==> src/hw/rtl/dam_pkg.sv <==
// Package with the shared constants, codes and the result beat layout of the alarm monitor.
package dam_pkg;

    localparam int unsigned TIME_W   = 32;
    localparam int unsigned LEVEL_W  = 16;
    localparam int unsigned DOOR_W   = 2;
    localparam int unsigned MODE_W   = 2;
    localparam int unsigned DBMIN_W  = 8;
    localparam int unsigned CFG_IDX_W  = 3;
    localparam int unsigned CFG_DATA_W = 16;
    localparam int unsigned IN_TDATA_W  = 56;
    localparam int unsigned OUT_TDATA_W = 32;

    localparam logic [TIME_W-1:0] POWER_DEBOUNCE_S        = 32'd5;
    localparam logic [TIME_W-1:0] POWER_REPORT_INTERVAL_S = 32'd60;
    localparam logic [TIME_W-1:0] SMOKE_AUDIO_INTERVAL_S  = 32'd30;

    localparam logic [MODE_W-1:0] MODE_OFF      = 2'd0;
    localparam logic [MODE_W-1:0] MODE_PERIODIC = 2'd2;

    typedef enum logic [1:0] {
        PWR_REP_NONE  = 2'd0,
        PWR_REP_LOST  = 2'd1,
        PWR_REP_RECOV = 2'd2
    } pwr_rep_t;

    typedef enum logic [1:0] {
        LOCK_NONE  = 2'd0,
        LOCK_OPEN  = 2'd1,
        LOCK_CLOSE = 2'd2
    } lock_cmd_t;

    typedef enum logic [CFG_IDX_W-1:0] {
        REG_SMOKE_MODE      = 3'd0,
        REG_SMOKE_DEBOUNCE  = 3'd1,
        REG_SMOKE_THRESHOLD = 3'd2,
        REG_SMOKE_INTERVAL  = 3'd3,
        REG_DOOR_MODE       = 3'd4,
        REG_DOOR_DEBOUNCE   = 3'd5,
        REG_DOOR_TRIGGER    = 3'd6,
        REG_DOOR_INTERVAL   = 3'd7
    } cfg_reg_t;

    // Result beat, lowest field last (packed structs fill from the top down).
    typedef struct packed {
        logic [1:0]         pad;
        logic [DOOR_W-1:0]  door_state_out;
        logic               door_report;
        logic               play_smoke_audio;
        lock_cmd_t          door_lock_cmd;
        logic [LEVEL_W-1:0] smoke_level_out;
        logic               smoke_report;
        logic               restore_outputs;
        pwr_rep_t           power_report;
        logic               emergency_light_on;
        logic [2:0]         alarm_bits;
    } result_t;

endpackage

==> src/hw/rtl/debounced_alarm_monitor.sv <==
// Debounced three-channel alarm monitor (power, smoke, door) with a two-entry result buffer.
//
// Every input beat is one check tick carrying a seconds timestamp, the mains-off flag, the
// smoke level and the door status, and it yields exactly one result beat. The channel logic
// is a single pass of 32-bit subtract-and-compare per channel between the input port and the
// result register, so the block takes one beat per clock cycle while s_tready is high, and each
// result is written to the main stage, or to the skid stage while the main stage is held. Two
// result registers (a main stage and a skid stage) let the input side keep accepting a
// beat while a finished result still waits for the downstream side; s_tready drops only when
// both are full. Configuration writes on the cfg channel are always accepted and must be issued
// only while the block is idle. Reset relieves all three channels and clears their time marks.
module debounced_alarm_monitor
    import dam_pkg::*;
(
    input  logic                    aclk,
    input  logic                    aresetn,
    // Input beat: now_s[31:0], mains_off[32], smoke_level[48:33], door_state[50:49], zeros.
    input  logic                    s_tvalid,
    output logic                    s_tready,
    input  logic [IN_TDATA_W-1:0]   s_tdata,
    // Result beat: alarm_bits[2:0], emergency_light_on[3], power_report[5:4],
    // restore_outputs[6], smoke_report[7], smoke_level_out[23:8], door_lock_cmd[25:24],
    // play_smoke_audio[26], door_report[27], door_state_out[29:28], zeros.
    output logic                    m_tvalid,
    input  logic                    m_tready,
    output logic [OUT_TDATA_W-1:0]  m_tdata,
    // Configuration write channel.
    input  logic                    cfg_valid,
    output logic                    cfg_ready,
    input  logic [CFG_IDX_W-1:0]    cfg_index,
    input  logic [CFG_DATA_W-1:0]   cfg_data
);

    // Configuration registers.
    logic [MODE_W-1:0]  smoke_mode_reg;
    logic [LEVEL_W-1:0] smoke_debounce_reg;
    logic [LEVEL_W-1:0] smoke_threshold_reg;
    logic [LEVEL_W-1:0] smoke_interval_reg;
    logic [MODE_W-1:0]  door_mode_reg;
    logic [DBMIN_W-1:0] door_debounce_reg;
    logic [DOOR_W-1:0]  door_trigger_reg;
    logic [LEVEL_W-1:0] door_interval_reg;

    // Channel state.
    logic [2:0]        active_reg, active_next;
    logic [TIME_W-1:0] mark0_reg, mark0_next;
    logic [TIME_W-1:0] mark1_reg, mark1_next;
    logic [TIME_W-1:0] mark2_reg, mark2_next;
    logic [TIME_W-1:0] audio_mark_reg, audio_mark_next;

    // Result buffer.
    result_t out_reg, skid_reg, res_next;
    logic    out_valid_reg, skid_valid_reg;

    logic              in_fire, out_fire;
    logic [TIME_W-1:0] now;
    logic              mains_off;
    logic [LEVEL_W-1:0] level;
    logic [DOOR_W-1:0]  door;
    logic [TIME_W-1:0]  d0, d1, d2, da;
    logic [13:0]        door_debounce_s;

    assign now       = s_tdata[31:0];
    assign mains_off = s_tdata[32];
    assign level     = s_tdata[48:33];
    assign door      = s_tdata[50:49];

    assign cfg_ready = 1'b1;
    assign s_tready  = ~skid_valid_reg;
    assign m_tvalid  = out_valid_reg;
    assign m_tdata   = out_reg;
    assign in_fire   = s_tvalid & s_tready;
    assign out_fire  = out_valid_reg & m_tready;

    // Elapsed times since each mark, modulo 2^32.
    assign d0 = now - mark0_reg;
    assign d1 = now - mark1_reg;
    assign d2 = now - mark2_reg;
    assign da = now - audio_mark_reg;

    // Minutes to seconds: x * 60 = x * 64 - x * 4.
    assign door_debounce_s = {door_debounce_reg, 6'd0} - {4'd0, door_debounce_reg, 2'd0};

    always_comb begin
        active_next     = active_reg;
        mark0_next      = mark0_reg;
        mark1_next      = mark1_reg;
        mark2_next      = mark2_reg;
        audio_mark_next = audio_mark_reg;
        res_next        = '0;

        // Power channel, always enabled.
        if (mains_off) begin
            if (!active_reg[0]) begin
                if (d0 >= POWER_DEBOUNCE_S) begin
                    mark0_next                  = now;
                    active_next[0]              = 1'b1;
                    res_next.emergency_light_on = 1'b1;
                    res_next.power_report       = PWR_REP_LOST;
                end
            end else begin
                res_next.emergency_light_on = 1'b1;
                if (d0 >= POWER_REPORT_INTERVAL_S) begin
                    mark0_next            = now;
                    res_next.power_report = PWR_REP_LOST;
                end
            end
        end else begin
            if (active_reg[0]) begin
                active_next[0]           = 1'b0;
                res_next.restore_outputs = 1'b1;
                res_next.power_report    = PWR_REP_RECOV;
            end
            mark0_next = now;
        end

        // Smoke channel; mode off leaves its state untouched.
        if (smoke_mode_reg != MODE_OFF) begin
            if (level >= smoke_threshold_reg) begin
                if (!active_reg[1]) begin
                    if (d1 >= {16'd0, smoke_debounce_reg}) begin
                        mark1_next                = now;
                        active_next[1]            = 1'b1;
                        res_next.door_lock_cmd    = LOCK_OPEN;
                        res_next.play_smoke_audio = 1'b1;
                        audio_mark_next           = now;
                        res_next.smoke_report     = 1'b1;
                    end
                end else begin
                    if (da > SMOKE_AUDIO_INTERVAL_S) begin
                        res_next.door_lock_cmd    = LOCK_OPEN;
                        res_next.play_smoke_audio = 1'b1;
                        audio_mark_next           = now;
                    end
                    if (smoke_mode_reg == MODE_PERIODIC && smoke_interval_reg != '0 &&
                        d1 >= {16'd0, smoke_interval_reg}) begin
                        mark1_next            = now;
                        res_next.smoke_report = 1'b1;
                    end
                end
            end else begin
                if (active_reg[1]) begin
                    active_next[1]         = 1'b0;
                    res_next.door_lock_cmd = LOCK_CLOSE;
                    res_next.smoke_report  = 1'b1;
                end
                mark1_next = now;
            end
        end

        // Door channel; mode off leaves its state untouched.
        if (door_mode_reg != MODE_OFF) begin
            if (door == door_trigger_reg) begin
                if (!active_reg[2]) begin
                    if (d2 >= {18'd0, door_debounce_s}) begin
                        mark2_next           = now;
                        active_next[2]       = 1'b1;
                        res_next.door_report = 1'b1;
                    end
                end else if (door_mode_reg == MODE_PERIODIC && door_interval_reg != '0 &&
                             d2 >= {16'd0, door_interval_reg}) begin
                    mark2_next           = now;
                    res_next.door_report = 1'b1;
                end
            end else begin
                if (active_reg[2]) begin
                    active_next[2]       = 1'b0;
                    res_next.door_report = 1'b1;
                end
                mark2_next = now;
            end
        end

        res_next.alarm_bits      = active_next;
        res_next.smoke_level_out = res_next.smoke_report ? level : '0;
        res_next.door_state_out  = res_next.door_report ? door : '0;
    end

    // Configuration writes.
    always_ff @(posedge aclk) begin
        if (!aresetn) begin
            smoke_mode_reg      <= '0;
            smoke_debounce_reg  <= '0;
            smoke_threshold_reg <= '0;
            smoke_interval_reg  <= '0;
            door_mode_reg       <= '0;
            door_debounce_reg   <= '0;
            door_trigger_reg    <= '0;
            door_interval_reg   <= '0;
        end else if (cfg_valid && cfg_ready) begin
            case (cfg_reg_t'(cfg_index))
                REG_SMOKE_MODE:      smoke_mode_reg      <= cfg_data[MODE_W-1:0];
                REG_SMOKE_DEBOUNCE:  smoke_debounce_reg  <= cfg_data;
                REG_SMOKE_THRESHOLD: smoke_threshold_reg <= cfg_data;
                REG_SMOKE_INTERVAL:  smoke_interval_reg  <= cfg_data;
                REG_DOOR_MODE:       door_mode_reg       <= cfg_data[MODE_W-1:0];
                REG_DOOR_DEBOUNCE:   door_debounce_reg   <= cfg_data[DBMIN_W-1:0];
                REG_DOOR_TRIGGER:    door_trigger_reg    <= cfg_data[DOOR_W-1:0];
                REG_DOOR_INTERVAL:   door_interval_reg   <= cfg_data;
                default: ;
            endcase
        end
    end

    // Channel state advances on every accepted tick.
    always_ff @(posedge aclk) begin
        if (!aresetn) begin
            active_reg     <= '0;
            mark0_reg      <= '0;
            mark1_reg      <= '0;
            mark2_reg      <= '0;
            audio_mark_reg <= '0;
        end else if (in_fire) begin
            active_reg     <= active_next;
            mark0_reg      <= mark0_next;
            mark1_reg      <= mark1_next;
            mark2_reg      <= mark2_next;
            audio_mark_reg <= audio_mark_next;
        end
    end

    // Result buffer: the skid stage only fills while the main stage is held.
    always_ff @(posedge aclk) begin
        if (!aresetn) begin
            out_valid_reg  <= 1'b0;
            skid_valid_reg <= 1'b0;
        end else begin
            if (!out_valid_reg || out_fire) begin
                if (skid_valid_reg) begin
                    out_reg        <= skid_reg;
                    out_valid_reg  <= 1'b1;
                    skid_valid_reg <= 1'b0;
                end else begin
                    out_valid_reg <= in_fire;
                    if (in_fire) begin
                        out_reg <= res_next;
                    end
                end
            end else if (in_fire) begin
                skid_reg       <= res_next;
                skid_valid_reg <= 1'b1;
            end
        end
    end

endmodule
==> config.mk <==
export PLATFORM = sky130hd
export DESIGN_NAME = debounced_alarm_monitor
export DESIGN_NICKNAME = d
export VERILOG_FILES = /design/src/hw/rtl/dam_pkg.sv /design/src/hw/rtl/debounced_alarm_monitor.sv
export SDC_FILE = /design/constraint.sdc
export NUM_CORES = 1
export LEC_CHECK = 0
export BUFFER_PORTS_ARGS = -buffer_cell sky130_fd_sc_hd__buf_2
export CORE_ASPECT_RATIO = 1.75
export CORE_MARGIN = 10
export CORE_UTILIZATION = 60
export CTS_CLUSTER_DIAMETER = 30
export DETAILED_ROUTE_END_ITERATION = 8
export PLACE_DENSITY = 0.79
export SLEW_MARGIN = 30
export SYNTH_ARGS = -nofsm -noshare
export SYNTH_HDL_FRONTEND = slang
export SYNTH_SLANG_ARGS = --single-unit
==> constraint.sdc <==
create_clock -name aclk -period 8.2 [get_ports aclk]
set_clock_uncertainty 0.05 [all_clocks]
set_input_delay 0.41 -clock aclk [delete_from_list [all_inputs] [get_ports aclk]]
set_output_delay 0.41 -clock aclk [all_outputs]
set_load 0.005 [all_outputs]
* Word-level counts from Yosys, hierarchy flattened
Cells that the tools add are included.
Word-level totals: register bits 271, output and inout port bits 35, bits of input ports 80, word-level logic and storage cells 152
Operators by class: order comparisons 8, $add $sub $neg 5, mux-type cells 54, bitwise operators 5, reduce and logical (&&, ||, !) cells 28, eq/ne operators 17
Operators with widths (number):
- $mux 32 | 14
- $sub 32x32->32 | 4
- $ge 32x16->1 | 3
- $mux 30 | 2
- $ge 32x14->1 | 1
- $ge 32x3->1 const B | 1
- $ge 32x6->1 const B | 1
- $gt 32x5->1 const B | 1
- $reduce_bool 16->1 | 2
- $mux 1 | 26
- $mux 3 | 6
- $ge 16x16->1 | 1
- $mux 16 | 1
- $reduce_and 2->1 | 8
- $ne 3x2->1 const B | 5
- $sub 14x10->14 | 1
- $eq 3x3->1 const B | 4
- $mux 2 | 5
- $reduce_and 3->1 | 3
- $reduce_and 4->1 | 2
- $reduce_bool 2->1 | 4
- $eq 3x2->1 const B | 2
- $reduce_and 5->1 | 1
- $eq 2x2->1 const B | 2
- other kinds (11) | 17

* Depth between registers and ports, before layout
Gate-level depths: netlist (run 1).
depth after elaboration 10, gate-level depth with buffers 22, mapped depth without buffers 21

* Least setup slack after synthesis (run 1)
Ideal clock, no wire load.
kind in2reg, start point input s_tdata[0], end point register mark1_reg[10], setup slack 4.011 ns, data arrival time 4.013 ns, data required time 8.024 ns, cell stages on the path 22, buffers on the path 1, setup time 0.126 ns, cell sequence inv_1 ha_1 fa_1 nand2b_1 a21oi_1 nor2_1 o21ai_0 a21o_1 a21oi_1 xnor2_1 ha_1 a21oi_1 nor2b_1 o21ai_0 a21oi_1 nor3_1 o311ai_0 and3_1 o31ai_1 a21oi_1 buf_2 mux2i_1
On the way: word-level cells in the longest chain between the ends 5, elaborated cells on any way between the ends 7, those cells by class add/sub (1); order compare (2); eq/ne (2); reduce/logical (2)
RTL lines:
- from (decl) | RTL line debounced_alarm_monitor.sv:20 | input logic [IN_TDATA_W-1:0] s_tdata,
- $sub 32x32->32 (*) | RTL line debounced_alarm_monitor.sv:77 | assign d1 = now - mark1_reg;
- $ge 32x16->1 | RTL line debounced_alarm_monitor.sv:136 | d1 >= {16'd0, smoke_interval_reg}) begin
- $logic_and 1x1->1 | RTL line debounced_alarm_monitor.sv:135 | if (smoke_mode_reg == MODE_PERIODIC && smoke_interval_reg != '0 &&
- $ne 3x2->1 (no line)
- $reduce_and 4->1 (no line) (*)
- to (signal assigned) | RTL line debounced_alarm_monitor.sv:216 | mark1_reg <= mark1_next;
- to (decl) | RTL line debounced_alarm_monitor.sv:47 | logic [TIME_W-1:0] mark1_reg, mark1_next;
Mark *: on every way between the ends. The rest lies on a longest branch, timed or not. A chain may end at the register's enable or synchronous reset.

* Worst setup path in the final report (run 1)
start point register mark1_reg[2], end point register mark1_reg[25]
On the way: word-level cells in the longest chain between the ends 5, elaborated cells on any way between the ends 7, those cells by class add/sub (1); order compare (2); eq/ne (2); reduce/logical (2)
RTL lines (RTL line):
- $sub 32x32->32 (*) | debounced_alarm_monitor.sv:77
- $ge 32x16->1 | debounced_alarm_monitor.sv:136
- $logic_and 1x1->1 | debounced_alarm_monitor.sv:135
- $ne 3x2->1 (no line)
- $reduce_and 4->1 (no line) (*)
Marked as above.

==> run_results.csv, run 1 <==
group,metric,value,unit
place,dpl-instance-area,21510,um2
timing,period_share,60.66,%
worst_setup_path,cp_top_family,"compound AO/OA/AOI/OAI gates",
routing,drc,0,
worst_setup_path,max_stage_delay,0.50,ns
global_route,grt_pass1_vias,20690,
global_route,grt_pass1_wl,112.4,mm
worst_setup_path,path_buf_inv,2,
logic_synthesis,synth_ff_type,"dfxtp_1",
routing,final_antenna_net_count,0,
power_and_ir_drop,p_leak,8.645,nW
worst_setup_path,cp.required,8.51,ns
timing,fmax,201.0,MHz
timing,setup_violations,0,
logic_synthesis,syn_inst,2652,
hold_path,hp-class,"in2reg",
worst_setup_path,critPathMaxFanout,32,
routing,avgViaCountPerCell,6.314,
clock_tree,cts_tree,"done",
floorplanning,std_cell_rows,90,
global_route,antenna_found_initial,1,
clock_tree,cts_buffers,37,
layout,final_net_count,2975,
place,portBuffers,106,
worst_setup_path,crit_path_start_kind,"register",
worst_setup_path,path_class,"reg2reg",
job,maxCapViolCount,0,
global_route,gr-usage-all-layers,33.05,%
worst_setup_path,crit_arrival,5.28,ns
timing,grt_setup_unrepaired,"no",
power_and_ir_drop,power.density,171.7,nW/um2
routing,first_pass_iters,8,
routing,totalWireLength,72.81,mm
worst_setup_path,worst_setup_path_end_kind,"register",
logic_synthesis,ys_ff_latch,265,
timing,slew_violations,0,
worst_setup_path,crit_slowest_cell,"a211oi_1",
layout,drive_gt1_share,8.438,%
clock_tree,cts_max_level,2,
layout,postLayoutCellArea,22730,um2
timing,max-slew-margin-rel,32.75,%
layout,final_common_cell,"nand2_1",
logic_synthesis,avgSynthCellArea,7.847,um2
layout,area_growth_syn_to_layout,9.205,%
logic_synthesis,synth_warnings,0,
layout,n_fill_cell,2948,
global_route,grt_overflow,0,
clock_tree,cts.sinks,265,
logic_synthesis,yosysUniqueCellTypes,88,
logic_synthesis,synth_edf_count,54,
layout,final_cell_mix,"465 x nand2_1, 234 x inv_1, 210 x dfxtp_1, 205 x ha_1, 163 x a21oi_1",
clock_tree,clkTransAtPathRegs,0.06,ns
layout,antennaDiodeCount,0,
clock_tree,cts_buffer_depth,3,
routing,drt_iter0_drc,1366,
logic_synthesis,syn-cell-area,20810,um2
power_and_ir_drop,power,3.902,mW
power_and_ir_drop,worst_ir_drop_vdd,0.1791,mV
place,gp_congestion,1.019,
outcome,status,"finished, final reports clean",
layout,seq_area,5847,um2
timing,tightest_slew,1.000,ns
floorplanning,io_pins,115,
logic_synthesis,synthArstFlopShare,0,%
timing,hold_viol,0,
timing,fin_tns_setup,0,ns
global_route,grt_start_max_net_pins,102,
routing,via_count,20040,
floorplanning,die-width,160.8,um
floorplanning,initial_core_util,60.59,%
clock_tree,clockRootBuffer,"clkbuf_16",
floorplanning,die-area,42830,um2
layout,multi_input_area,13610,um2
timing,fin_crit,4.974,ns
place,dp_hpwl,57.18,mm
clock_tree,cts_setup_buffers,0,
worst_setup_path,path_cells,"inv_1 -> ha_1 -> a21oi_1 -> a211oi_1 -> o21ai_1 -> o211ai_1 -> xor2_1 -> ha_1 -> o21a_1 -> o21ai_0 -> a21oi_1 -> nor3_1 -> o311ai_0 -> and3_1 -> o31ai_1 -> a21oi_4 -> buf_4 -> mux2i_1",
logic_synthesis,yosysSeqAreaShare,28.09,%
floorplanning,core,34350,um2
routing,wl_per_cell,22.94,um
clock_tree,clk_latency,0.53,ns
floorplanning,dieHeight,266.4,um
[worst paths after layout]
kind / startpoint / to / slack, ns / depth (start not counted)
worst max register to register: mark1_reg[2]$_SDFFE_PN0P_ / mark1_reg[25]$_SDFFE_PN0P_ / 3.23 / 18
worst max-delay path: mark1_reg[2]$_SDFFE_PN0P_ / mark1_reg[25]$_SDFFE_PN0P_ / 3.23 / 18
worst min-delay path: s_tvalid / m_tvalid$_SDFFE_PN0P_ / 0.11 / 2
worst min register to register: mark1_reg[28]$_SDFFE_PN0P_ / mark1_reg[28]$_SDFFE_PN0P_ / 0.41 / 2
[cells by family (layout without fill, tap and decap cells)]
| group | Yosys count | count (layout) | synth area share (%) |
|---|---|---|---|
| xor gates and xnor gates | 80 | 80 | 3.367 |
| DFF | 265 | 265 | 28.09 |
| and+or+nand+nor | 949 | 949 | 21.12 |
| AOI/OAI and AO/OA | 640 | 640 | 20.59 |
| muxes | 152 | 152 | 7.353 |
| buffers and inverters | 355 | 416 | 6.734 |
| adders and majority gates | 209 | 209 | 12.71 |
| other | 2 | 3 | 0.03609 |
[area by class of cell]
class	instances	area share, %
Sequential cell	265	25.73
Clock buffer	49	4.636
Inverter	234	3.865
Timing Repair Buffer	115	2.670
Clock inverter	18	0.6717
Multi-Input combinational cell	2033	59.90
Tap cell	460	2.533
[cells in the mapped netlist (8+ instances only)]
cell,n,area [um2]
nand2_1,465,1745
inv_1,234,878.3
dfxtp_1,211,4224
ha_1,205,2565
a21oi_1,165,825.8
mux2i_1,145,1451
nor2_1,135,506.7
o21ai_0,101,505.5
clkbuf_1,99,371.6
a21boi_0,77,578.1
nand3_1,56,280.3
edfxtp_1,54,1622
nand4_1,48,300.3
xnor2_1,48,420.4
nor3_1,45,225.2
and2_1,43,269.0
a21o_1,37,277.8
nor2b_1,34,212.7
xor2_1,32,280.3
nor4_1,31,193.9
o21a_1,29,217.7
nand2b_1,26,162.7
o211ai_1,26,195.2
a31o_2,19,166.4
a31oi_1,19,118.9
a211oi_1,16,120.1
and3_1,14,87.58
o21ai_1,14,70.07
o31ai_1,14,105.1
or3_1,12,75.07
buf_2,10,50.05
o2111ai_1,10,87.58
buf_4,9,67.56
a2111oi_0,8,70.07
a22oi_1,8,60.06
o22ai_1,8,50.05
or4_1,8,60.06
[where the power goes]
part	leakage, nW	internal [mW]	total, mW	switching (mW)
clock network	0.589	0.944	1.55	0.607
registers	2.20	1.36	1.38	0.0202
logic	5.86	0.346	0.967	0.621
total	8.65	2.65	3.90	1.25
[timing repair]
item,in CTS,in global routing
hold endpoints to repair,1,0
hold buffers,1,0
resized for setup,0,0
[per-stage QoR]
step | utilization (%) | cells | setup WS (ns) | hold WS (ns)
2_1_floorplan | - | 2653 | 4.011 | 0.3847
3_3_place_gp | 62.59 | 3106 | 2.956 | 0.3942
3_5_place_dp | 62.62 | 3106 | 2.951 | 0.3982
4_1_cts | 66.16 | 3174 | 3.288 | 0.09359
5_1_grt | 66.17 | 3174 | 2.899 | 0.1219
6_report | 66.17 | 3174 | 3.226 | 0.1083
[metal layers]
metal	part of all wire [%]	global-route usage [%]	wire length (um)
met1	34	31.37	24500
met2	51	61.31	37270
met3	5.9	5.088	4301
met4	9.2	26.94	6723
met5	0.018	0	13
No activity file was read; power rests on OpenSTA's default activity.
==> inputs of run 2 (changes only) <==
==> constraint.sdc (replaced) <==
create_clock -name aclk -period 4.97 [get_ports aclk]
set_clock_uncertainty 0.05 [all_clocks]
set_input_delay 0.2485 -clock aclk [delete_from_list [all_inputs] [get_ports aclk]]
set_output_delay 0.2485 -clock aclk [all_outputs]
set_load 0.005 [all_outputs]
==> run 2 against run 1 <==
Fmax up 2.1%. First-iteration DRC count hardly changed. Sequential cell count did not move. Cell area up 1.8%. Sequential power up 65%. Hold slack worse by 0.10 ns. Wire length is 2.5% higher. Critical path depth decreased by 3. Final cell count increased by 1.6%.
==> run_results.csv, run 2 (synthesis results as in run 1) <==
group,metric,value,unit
global_route,grt_overflow,0,
hold_path,min_from,"s_tdata[47]",
timing,max-slew-margin-rel,35.26,%
timing,period_share,98.01,%
clock_tree,cts_tree,"done",
floorplanning,die-width,160.8,um
worst_setup_path,path_class,"reg2reg",
worst_setup_path,path_buf_inv,3,
worst_setup_path,crit_slowest_cell,"a2111oi_0",
hold_path,hp-class,"in2reg",
routing,met3WireLength,4.389,mm
layout,multi_input_area,13610,um2
routing,drc,0,
timing,tightest_slew,0.9467,ns
timing,fmax,205.3,MHz
worst_setup_path,r2r_setup_slack,0.1,ns
clock_tree,cts_buffers,35,
timing,whs,0.008370,ns
floorplanning,std_cell_rows,90,
routing,drt-met1-wl,24.93,mm
worst_setup_path,cp.required,5.32,ns
layout,final_common_cell,"nand2_1",
outcome,status,"finished, final reports clean",
hold_path,worstHoldEndpoint,"skid_reg[22]$_DFFE_PP_",
timing,fin_ws,0.09867,ns
routing,wl_per_cell,23.12,um
layout,area_growth_syn_to_layout,11.14,%
routing,avgViaCountPerCell,6.348,
worst_setup_path,cp_top_family,"compound AO/OA/AOI/OAI gates",
worst_setup_path,path_cells,"inv_1 -> ha_1 -> a21oi_1 -> o21ai_1 -> a21o_1 -> a2111oi_0 -> buf_4 -> o2111ai_1 -> nor4_1 -> o2111ai_1 -> or4_1 -> nor4_4 -> a41oi_4 -> buf_12 -> mux2i_1",
worst_setup_path,cpMostUsedCell,"o2111ai_1",
worst_setup_path,worst_setup_path_end_kind,"register",
layout,postLayoutCellArea,23130,um2
timing,fin_tns_setup,0,ns
floorplanning,io_pins,115,
global_route,grt_pass1_vias,20700,
worst_setup_path,rr_endpoint,"mark0_reg[28]$_SDFFE_PN0P_",
layout,drive_gt1_share,9.634,%
job,maxCapViolCount,0,
routing,final_antenna_net_count,0,
place,dp_hpwl,58.36,mm
timing,slew_violations,0,
layout,final_cell_mix,"465 x nand2_1, 234 x inv_1, 210 x dfxtp_1, 205 x ha_1, 163 x a21oi_1",
clock_tree,clockRootBuffer,"clkbuf_16",
routing,drt_iter0_drc,1367,
timing,hold_viol,0,
power_and_ir_drop,p_leak,8.874,nW
routing,highest_layer,"met4",
worst_setup_path,crit_arrival,5.23,ns
layout,n_fill_cell,2850,
global_route,gr-usage-all-layers,33.27,%
clock_tree,clk_latency,0.53,ns
global_route,grt_start_max_net_pins,150,
place,portBuffers,106,
layout,final_net_count,3024,
layout,stdcell_count,3226,
worst_setup_path,r2r-start,"mark0_reg[16]$_SDFFE_PN0P_",
layout,seq_area,5847,um2
place,place_inst,3139,
clock_tree,cts_max_level,2,
worst_setup_path,crit_path_start_kind,"register",
floorplanning,core,34350,um2
place,place_ws,0.1759,ns
routing,totalWireLength,74.59,mm
worst_setup_path,reg2reg_depth,15,
clock_tree,clkTransAtPathRegs,0.07,ns
floorplanning,dieHeight,266.4,um
timing,grt_setup_unrepaired,"no",
clock_tree,cts_buffer_depth,3,
routing,first_pass_iters,6,
worst_setup_path,max_stage_delay,0.87,ns
routing,dr_wl_met2,37.52,mm
power_and_ir_drop,power.density,275.0,nW/um2
hold_path,hold_depth,2,
clock_tree,cts.sinks,265,
place,dpl-instance-area,21790,um2
floorplanning,initial_core_util,60.59,%
floorplanning,die-area,42830,um2
place,gp_congestion,1.009,
timing,setup_violations,0,
worst_setup_path,critPathMaxFanout,32,
global_route,grt_pass1_wl,112.9,mm
global_route,antenna_found_initial,2,
power_and_ir_drop,worst_ir_drop_vdd,0.4077,mV
routing,via_count,20480,
timing,fin_crit,4.871,ns
## run 2: changes by cell type in the layout (fill, tap and decap cells not counted), sizes merged, moves of 4 or more
cell	previous run	this run
inv	237	241
clkbuf	49	43
diode	0	5
dlygate4sd3	1	13
buf	114	152
## run 2: what timing repair did
| item | 4_1_cts | 5_1_grt |
|---|---|---|
| hold buffers | 13 | 0 |
| setup endpoints to repair | 0 | 56 |
| gates resized for setup | 0 | 4 |
| endpoints found under the hold margin | 14 | 0 |
| setup buffers | 0 | 6 |
## run 2: per-stage QoR
stage	utilization [%]	power, mW
2_1_floorplan	-	3.394
3_3_place_gp	63.44	3.883
3_5_place_dp	63.45	3.918
4_1_cts	67.10	6.319
5_1_grt	67.30	6.598
6_report	67.34	6.360
## run 2: worst register-to-register path, stage by stage, from the launching register on
cell       delay, ns
dfxtp_1         0.33
inv_1           0.07
ha_1            0.42
a21oi_1         0.35
o21ai_1         0.10
a21o_1          0.23
a2111oi_0       0.87
buf_4           0.23
o2111ai_1       0.10
nor4_1          0.30
o2111ai_1       0.13
or4_1           0.59
nor4_4          0.33
a41oi_4         0.18
buf_12          0.20
mux2i_1         0.28
## run 2: how the worst max path moves through the flow
stage               cells after the start                  startpoint                    endpoint
floorplan                              22                  s_tdata[0]  mark1_reg[10]$_SDFFE_PN0P_
global placement                       15                 s_tdata[11]  mark0_reg[28]$_SDFFE_PN0P_
detailed placement                     15                 s_tdata[11]  mark0_reg[15]$_SDFFE_PN0P_
CTS                                    15  mark0_reg[16]$_SDFFE_PN0P_  mark0_reg[28]$_SDFFE_PN0P_
global route                           22   mark1_reg[0]$_SDFFE_PN0P_  mark1_reg[17]$_SDFFE_PN0P_
finish                                 15  mark0_reg[16]$_SDFFE_PN0P_  mark0_reg[28]$_SDFFE_PN0P_
## run 2: power breakdown
part	internal, mW	leakage [nW]	switching [mW]	total, mW
Clock	1.41	0.554	1.01	2.42
Sequential	2.25	2.20	0.0342	2.28
Combinational	0.605	6.12	1.05	1.66
## run 2: layout make-up
cell class	count	area share (%)
repair buffers	166	4.690
inverters	234	3.798
flip-flops and latches	265	25.28
multi-input cells	2033	58.84
clock buffers	42	4.128
well taps	460	2.489
clock inverters	21	0.7249
diodes	5	0.05410
## run 2: layer usage
metal,vias up,global-route usage [%]
met2,952,60.60
met4,0,30.96
met3,378,4.841
met5,-,0
met1,9580,31.21
li1,9570,-
==> inputs of run 3 (changes only) <==
--- a/config.mk
+++ b/config.mk
@@ -11,6 +11,7 @@
 export CORE_UTILIZATION = 60
 export CTS_CLUSTER_DIAMETER = 30
 export DETAILED_ROUTE_END_ITERATION = 8
+export HOLD_SLACK_MARGIN = 0.08
 export PLACE_DENSITY = 0.79
 export SLEW_MARGIN = 30
 export SYNTH_ARGS = -nofsm -noshare
==> run 3 against run 2 <==
Clock power barely moved. Critical endpoint unchanged. Sequential power barely moved. Via count rose by 0.94%. Worst setup slack got worse by 0.066 ns. Die area did not move. Highest routed layer unchanged. Count of clock-buffer cells in the layout did not move. Core utilization rose by 0.78 points. Sequential cell count did not move. Combinational power barely moved. Fmax fell by 1.3%.
==> run_results.csv, run 3 (synthesis results as in run 1) <==
group,metric,value,unit
timing,fin_ws,0.03236,ns
clock_tree,clockRootBuffer,"clkbuf_16",
timing,fin_tns_setup,0,ns
global_route,grtUsageMet2,61.39,%
clock_tree,cts_buffers,35,
floorplanning,core,34350,um2
timing,fmax,202.5,MHz
layout,drive_gt1_share,9.655,%
global_route,grt_pass1_wl,114.7,mm
place,place_ws,0.1759,ns
floorplanning,initial_core_util,60.59,%
worst_setup_path,path_cells,"inv_1 -> ha_1 -> a21oi_1 -> o21ai_1 -> a21o_1 -> a2111oi_0 -> buf_4 -> o2111ai_1 -> nor4_1 -> o2111ai_1 -> or4_1 -> nor4_4 -> a41oi_4 -> buf_12 -> mux2i_1",
global_route,grt_overflow,0,
routing,via_count,20670,
routing,first_pass_iters,5,
power_and_ir_drop,worst_ir_drop_vdd,0.4063,mV
clock_tree,clk_latency,0.52,ns
place,portBuffers,106,
timing,fin_crit,4.938,ns
power_and_ir_drop,power.density,272.9,nW/um2
clock_tree,cts_tree,"done",
floorplanning,die-area,42830,um2
power_and_ir_drop,p_leak,8.983,nW
floorplanning,dieHeight,266.4,um
timing,setup_violations,0,
hold_path,hp-class,"in2reg",
timing,grt_setup_unrepaired,"no",
global_route,gr-usage-met3,4.392,%
layout,final_net_count,3049,
routing,drc,0,
routing,totalWireLength,75.90,mm
routing,final_antenna_net_count,0,
worst_setup_path,crit_slowest_cell,"a2111oi_0",
clock_tree,cts_buffer_depth,3,
routing,avgViaCountPerCell,6.366,
layout,n_fill_cell,2778,
global_route,grt_start_max_net_pins,150,
layout,final_common_cell,"nand2_1",
layout,area_growth_syn_to_layout,12.43,%
worst_setup_path,crit_arrival,5.29,ns
timing,period_share,99.35,%
worst_setup_path,path_class,"reg2reg",
clock_tree,cts_max_level,2,
clock_tree,cts.sinks,265,
timing,tightest_slew,1.020,ns
job,maxCapViolCount,0,
floorplanning,die-width,160.8,um
worst_setup_path,crit_path_start_kind,"register",
outcome,status,"finished, final reports clean",
global_route,grt_pass1_vias,20910,
worst_setup_path,cpMostUsedCell,"o2111ai_1",
worst_setup_path,critPathMaxFanout,32,
global_route,antenna_found_initial,1,
floorplanning,std_cell_rows,90,
worst_setup_path,cp.required,5.32,ns
routing,wl_per_cell,23.38,um
timing,max-slew-margin-rel,30.24,%
worst_setup_path,max_stage_delay,0.93,ns
worst_setup_path,worst_setup_path_end_kind,"register",
place,dp_hpwl,58.36,mm
floorplanning,io_pins,115,
timing,hold_viol,0,
timing,slew_violations,0,
global_route,gr-usage-all-layers,33.83,%
global_route,grt_busiest_layer,"met2",
global_route,met1_usage,32.18,%
routing,drt_iter0_drc,1532,
clock_tree,clkTransAtPathRegs,0.06,ns
layout,final_cell_mix,"465 x nand2_1, 234 x inv_1, 210 x dfxtp_1, 205 x ha_1, 162 x a21oi_1",
place,gp_congestion,1.009,
==> run 3: cell type report <==
class,instances,area (um2),area share (%)
Clock buffer,42,954.7,4.080
Multi-Input combinational cell,2033,13640,58.28
Tap cell,460,575.6,2.460
Timing Repair Buffer,191,1335,5.706
Inverter,234,878.3,3.754
Clock inverter,21,167.7,0.7166
Antenna cell,1,2.502,0.01070
Sequential cell,265,5847,24.99
==> run 3: final timing paths <==
check                        startpoint                          to  slack (ns)  cells after the start
max          mark0_reg[16]$_SDFFE_PN0P_  mark0_reg[28]$_SDFFE_PN0P_        0.03                     15
min                          s_tdata[2]   mark2_reg[2]$_SDFFE_PN0P_        0.10                      3
max reg2reg  mark0_reg[16]$_SDFFE_PN0P_  mark0_reg[28]$_SDFFE_PN0P_        0.03                     15
min reg2reg  mark1_reg[20]$_SDFFE_PN0P_  mark1_reg[20]$_SDFFE_PN0P_        0.41                      2
==> run 3: critical path: cells and delay by family, from the launching register on <==
family	cells	cell delay, ns
buffers and inverters	3	0.50
muxes	1	0.23
DFF	1	0.33
AOI/OAI and AO/OA	7	2.03
and+or+nand+nor	3	1.22
adders and majority gates	1	0.43
==> run 3: what timing repair did <==
item / CTS / global route
setup endpoints to repair: 0 / 117
setup buffers: 0 / 6
gates resized for setup: 0 / 8
hold buffers: 38 / 0
endpoints found under the hold margin: 114 / 0
==> run 3: power by group <==
part	internal (mW)	leakage, nW	switching (mW)
Sequential	2.25	2.20	0.0350
Combinational	0.620	6.23	1.06
Clock	1.41	0.554	1.01
Total	4.28	8.98	2.11
==> run 3: stage by stage <==
step           instance area [um2]  power [mW]  util [%]  hold WS [ns]  cells
3_3_place_gp                 21790       3.883     63.44        0.3793   3139
6_report                     23400       6.384     68.12        0.1037   3247
4_1_cts                      23300       6.334     67.83       0.09045   3240
3_5_place_dp                 21790       3.918     63.45        0.3874   3139
5_1_grt                      23390       6.624     68.12        0.1195   3246
2_1_floorplan                20810       3.394         -        0.2746   2653
==> run 3: layer usage <==
metal / routed length [um] / share of wire (%)
met4: 8084 / 11
met3: 4482 / 5.9
met1: 25570 / 34
met5: 0 / 0
met2: 37760 / 50
